`src/rtl/preroll_frame_ring_manager_core_assert.svh`:
```
// assertion macros shared by the preroll frame ring manager modules
// no dependencies; each macro expands to one labeled concurrent assertion
`ifndef PREROLL_FRAME_RING_MANAGER_CORE_ASSERT_SVH
`define PREROLL_FRAME_RING_MANAGER_CORE_ASSERT_SVH

// condition holds at every clock edge outside reset
`define PFRM_ASSERT_HOLDS(label, clk, rst_n, cond, msg) \
    label: assert property (@(posedge clk) disable iff (!rst_n) (cond)) \
        else $error(msg);

// antecedent implies consequent in the same cycle
`define PFRM_ASSERT_IMPL(label, clk, rst_n, ante, cons, msg) \
    label: assert property (@(posedge clk) disable iff (!rst_n) (ante) |-> (cons)) \
        else $error(msg);

// antecedent implies consequent in the next cycle
`define PFRM_ASSERT_NEXT(label, clk, rst_n, ante, cons, msg) \
    label: assert property (@(posedge clk) disable iff (!rst_n) (ante) |=> (cons)) \
        else $error(msg);

`endif

```
`src/rtl/pfrm_pkg.sv`:
```
// shared types and constants of the preroll frame ring manager
// no dependencies; used by the controller, the datapath and the top level
package pfrm_pkg;

    // field widths of the stream items
    localparam int FUNC_W     = 2;
    localparam int LEN_W      = 20;
    localparam int MS_W       = 32;
    localparam int OUT_OFF_W  = 20;
    localparam int OUT_CNT_W  = 8;
    localparam int S_TDATA_W  = 56;
    localparam int M_TDATA_W  = 88;
    localparam int APB_ADDR_W = 3;
    localparam int APB_DATA_W = 32;

    // operation codes
    typedef enum logic [FUNC_W-1:0] {
        FUNC_PUSH  = 2'd0,
        FUNC_POP   = 2'd1,
        FUNC_CLEAR = 2'd2,
        FUNC_NOP   = 2'd3
    } func_t;

    // register indexes
    localparam logic REG_KEEP_MS = 1'b0;

    // controller states
    typedef enum logic [2:0] {
        ST_IDLE,
        ST_EXEC,
        ST_SCAN,
        ST_COMMIT,
        ST_POP_WAIT,
        ST_RESP
    } state_t;

    // controller to datapath
    typedef struct packed {
        logic load_in;
        logic scan_start;
        logic scan;
        logic commit;
        logic pop_issue;
        logic pop_capture;
        logic other_done;
        logic load_out;
    } cmd_t;

    // datapath to controller
    typedef struct packed {
        logic push_ok;
        logic pop_ok;
        logic scan_done;
        logic out_busy;
    } sts_t;

endpackage

```
`src/rtl/pfrm_ctrl.sv`:
```
// controller state machine sequencing accept, scan, commit, pop and result hand-off
// depends on pfrm_pkg and the assertion macro header
`include "preroll_frame_ring_manager_core_assert.svh"

module pfrm_ctrl (
    input  logic           aclk,
    input  logic           aresetn,
    input  logic           in_valid,
    output logic           in_ready,
    input  pfrm_pkg::sts_t sts,
    output pfrm_pkg::cmd_t cmd
);
    import pfrm_pkg::*;

    state_t state_reg;
    state_t state_next;

    // state register
    always_ff @(posedge aclk) begin
        if (!aresetn) begin
            state_reg <= ST_IDLE;
        end else begin
            state_reg <= state_next;
        end
    end

    // next state and commands
    always_comb begin
        state_next = state_reg;
        cmd        = '0;
        in_ready   = 1'b0;
        case (state_reg)
            ST_IDLE: begin
                in_ready = 1'b1;
                if (in_valid) begin
                    cmd.load_in = 1'b1;
                    state_next  = ST_EXEC;
                end
            end
            ST_EXEC: begin
                if (sts.push_ok) begin
                    cmd.scan_start = 1'b1;
                    state_next     = ST_SCAN;
                end else if (sts.pop_ok) begin
                    cmd.pop_issue = 1'b1;
                    state_next    = ST_POP_WAIT;
                end else begin
                    cmd.other_done = 1'b1;
                    state_next     = ST_RESP;
                end
            end
            ST_SCAN: begin
                cmd.scan = 1'b1;
                if (sts.scan_done) begin
                    state_next = ST_COMMIT;
                end
            end
            ST_COMMIT: begin
                cmd.commit = 1'b1;
                state_next = ST_RESP;
            end
            ST_POP_WAIT: begin
                cmd.pop_capture = 1'b1;
                state_next      = ST_RESP;
            end
            ST_RESP: begin
                if (!sts.out_busy) begin
                    cmd.load_out = 1'b1;
                    state_next   = ST_IDLE;
                end
            end
            default: begin
                state_next = ST_IDLE;
            end
        endcase
    end

    // checks
    `PFRM_ASSERT_NEXT(a_accept_exec, aclk, aresetn, in_valid && in_ready,
        state_reg == ST_EXEC, "accepted beat not executed")
    `PFRM_ASSERT_NEXT(a_scan_commit, aclk, aresetn, (state_reg == ST_SCAN) && sts.scan_done,
        state_reg == ST_COMMIT, "finished scan not committed")
    `PFRM_ASSERT_IMPL(a_load_free, aclk, aresetn, cmd.load_out, !sts.out_busy,
        "result loaded over a waiting beat")

endmodule

```
`config.mk`:
```
export PLATFORM = sky130hd
export DESIGN_NAME = pfrm_ctrl
export DESIGN_NICKNAME = d
export VERILOG_FILES = /design/src/rtl/pfrm_pkg.sv /design/src/rtl/pfrm_ctrl.sv
export VERILOG_INCLUDE_DIRS = /design/src /design/src/rtl
export SDC_FILE = /design/constraint.sdc
export NUM_CORES = 1
export LEC_CHECK = 0
export ABC_CLOCK_PERIOD_IN_PS = 1150
export BUFFER_PORTS_ARGS = -buffer_cell sky130_fd_sc_hd__clkbuf_2
export CORE_AREA = 3 3 40 42
export CTS_BUF_LIST = sky130_fd_sc_hd__clkbuf_8
export DETAILED_ROUTE_END_ITERATION = 16
export DIE_AREA = 0 0 43 45
export GPL_ROUTABILITY_DRIVEN = 0
export SETUP_SLACK_MARGIN = 0.5
export SYNTH_ARGS = -nofsm -noshare
export SYNTH_HDL_FRONTEND = slang
export SYNTH_SLANG_ARGS = --single-unit
```
`constraint.sdc`:
```
create_clock -name aclk -period 1.15 [get_ports aclk]
set_input_delay 0.2875 -clock aclk [delete_from_list [all_inputs] [get_ports aclk]]
set_output_delay 0.2875 -clock aclk [all_outputs]
set_load 0.005 [all_outputs]
```
==> run metrics <==
status finished with violations; violated checks negative setup slack; Residual DRC 0; min cycle time layout roughly 1.4 ns; RSZ-0062 raised after global routing yes; htree depth 1; crit end category primary output; fin cells 72; largest net degree at the start of global routing 12; total power 0.720 mW; peak supply drop about 0.7 mV; Post-Syn Area approximately 290 µm²; CTS tree yes; synth unique cells 22; Clock Tree Buf Depth 2; crit start category flop; HP Class primary input to flop; Gate Count Post-Synth 29; ANT cells 0; FP Rows 13; Die W between 40 and 50 µm; Reg clk slew, reported paths around 0.030 ns; vias approximately 320; #FFs+latches synth 3; Mean Syn Cell Area a little under 10 µm²; r2r endpoint state_reg[1]$_SDFFE_PN0P_; launching point of the worst reg2reg path state_reg[1]$_SDFFE_PN0P_; Slew Limit Fails 0; Syn. warnings 0; Num CTS Buffers 3; max_cap viols 0; vias in the first global route about 280; Final WS setup -0.230 ns; Setup Skew between 0.003 and 0.004 ns; hold depth 2; Hold Buf Count CTS 0; Pwr per Cell Area approximately 1300 nW/µm²; Port Buf Inserts 15; LEAKAGE approximately 0.27 nW; pre-CTS setup slack -0.0459 ns; min-delay src aresetn; final wirelength between 800 and 900 µm; HPWL after DPL about 520 µm; CP Data Required Time 0.86 ns; max reg flops 3; sequential area share after synthesis 0.209; gr usage total 0.0782; initial antenna violation count 0; Die Area ~1900 µm²; global-route wire length before repair 1.10 mm; die height 45 µm; CORE AREA between 1000 and 1500 µm²; post-synthesis net count 36; DR pass1 iterations 2; IO Pins 16; Final Hold Viols 0; crit-path max FO 3; final setup violation count 12; CP Class flop to primary output; Synth-to-Final Area Change 90.4%; Max Fclk 0.725 GHz; Clock Sinks 3; hold path endpoint state_reg[2]$_SDFFE_PN0P_; Placed Instances slightly below 60; vias per cell roughly 4.4; R2R cell count 6; Starting Density 0.224; CTS root buf clkbuf_8; layout cells sized above 1 0.807; drt wl/cell ~11 µm; crit share post-route 1.20; initial DRC count 3; worst slew pin tran between 0.2 and 0.25 ns; slew margin rel. 0.835; Clk Latency, worst-skew pair between 0.2 and 0.25 ns; setup slack, reg-to-reg -0.08 ns; Congestion Overflow GR 0; layout filler cell count between 100 and 150; fin nets 65; CP arrival between 1 and 1.5 ns; Routed Antenna Nets 0
-- cells in the mapped netlist --
cell type	instances	area (µm²)
dfxtp_1	3	60.1
buf_6	2	22.5
nor2_1	2	7.51
nor3_1	2	10.0
nor3b_1	2	15.0
nor3b_4	2	37.5
a21oi_2	1	8.76
and2_1	1	6.26
and3_2	1	7.51
and3b_2	1	10.0
and4bb_2	1	12.5
buf_8	1	15.0
inv_1	1	3.75
nand2_1	1	3.75
nand3_1	1	5.00
nor2b_1	1	6.26
nor4_2	1	12.5
o211a_1	1	10.0
o21a_1	1	7.51
o21ba_2	1	10.0
o22ai_1	1	6.26
o311a_1	1	10.0
-- routing by layer --
metal | routed length [µm] | vias to the layer above | track usage
li1 | - | 164 | -
met4 | 0 | 0 | 0.0361
met5 | 0 | - | 0
met2 | 458 | 10 | 0.141
met3 | 60 | 0 | 0.0398
met1 | 296 | 141 | 0.0745
-- report_power, final --
part           internal [mW]  switching, mW
sequential             0.121         0.0283
combinational          0.174          0.108
clock                  0.227         0.0624
-- through the flow --
step / hold slack (ns) / area, µm² / utilization / TNS (ns)
2_1_floorplan: 0.405 / 325 / - / 0
3_3_place_gp: 0.539 / 409 / 0.318 / -0.113
3_5_place_dp: 0.535 / 409 / 0.318 / -0.130
4_1_cts: 0.309 / 487 / 0.379 / -1.71
5_1_grt: 0.326 / 548 / 0.426 / -2.27
6_report: 0.315 / 548 / 0.426 / -1.77
-- how the worst max path moves through the flow --
stage	start	to	slack [ns]
floorplan	state_reg[1]$_SDFFE_PN0P_	cmd[7]	0.09
global placement	state_reg[1]$_SDFFE_PN0P_	cmd[3]	-0.04
detailed placement	state_reg[1]$_SDFFE_PN0P_	cmd[3]	-0.05
CTS	state_reg[1]$_SDFFE_PN0P_	cmd[3]	-0.25
global route	state_reg[1]$_SDFFE_PN0P_	cmd[3]	-0.28
finish	state_reg[1]$_SDFFE_PN0P_	cmd[3]	-0.23
-- worst max-delay path, stage by stage, from the launching register on --
cell and delay (ns):
dfxtp_2 0.33, buf_12 0.13, nor2_4 0.08, nand2_2 0.07, nor3b_2 0.14, buf_2 0.13
-- final cells by class --
type                       count  area (µm²)  area share
clock buffer                   3        41.3      0.0753
sequential                     3        68.8       0.126
inverter                       1        3.75     0.00685
timing repair buffer          27         190       0.347
tap                           15        18.8      0.0342
clock inverter                 1        3.75     0.00685
multi-input combinational     22         221       0.404
-- cell families after synthesis --
kind of cell / Yosys count / synth area share
flip-flops: 3 / 0.209
buffers and inverters: 4 / 0.143
AND/OR/NAND/NOR: 16 / 0.465
AO/OA/AOI/OAI: 6 / 0.183
-- repair_timing --
action | 4_1_cts | 5_1_grt
gates resized for setup | 4 | 7
buffers inserted | 3 | 7
setup endpoints to repair | 12 | 12
pin swaps | 1 | 2
-- cells in the final DEF, fill, tap and decap left out, types with 2 or more instances in the layout --
cell | Yosys | routed
buf_4 | 0 | 6
clkbuf_8 | 0 | 3
buf_6 | 2 | 4
buf_2 | 0 | 4
inv_1 | 1 | 2
dfxtp_4 | 0 | 2
clkbuf_2 | 0 | 12
nor3b_4 | 2 | 2
Power figures use the tool's default switching activity.
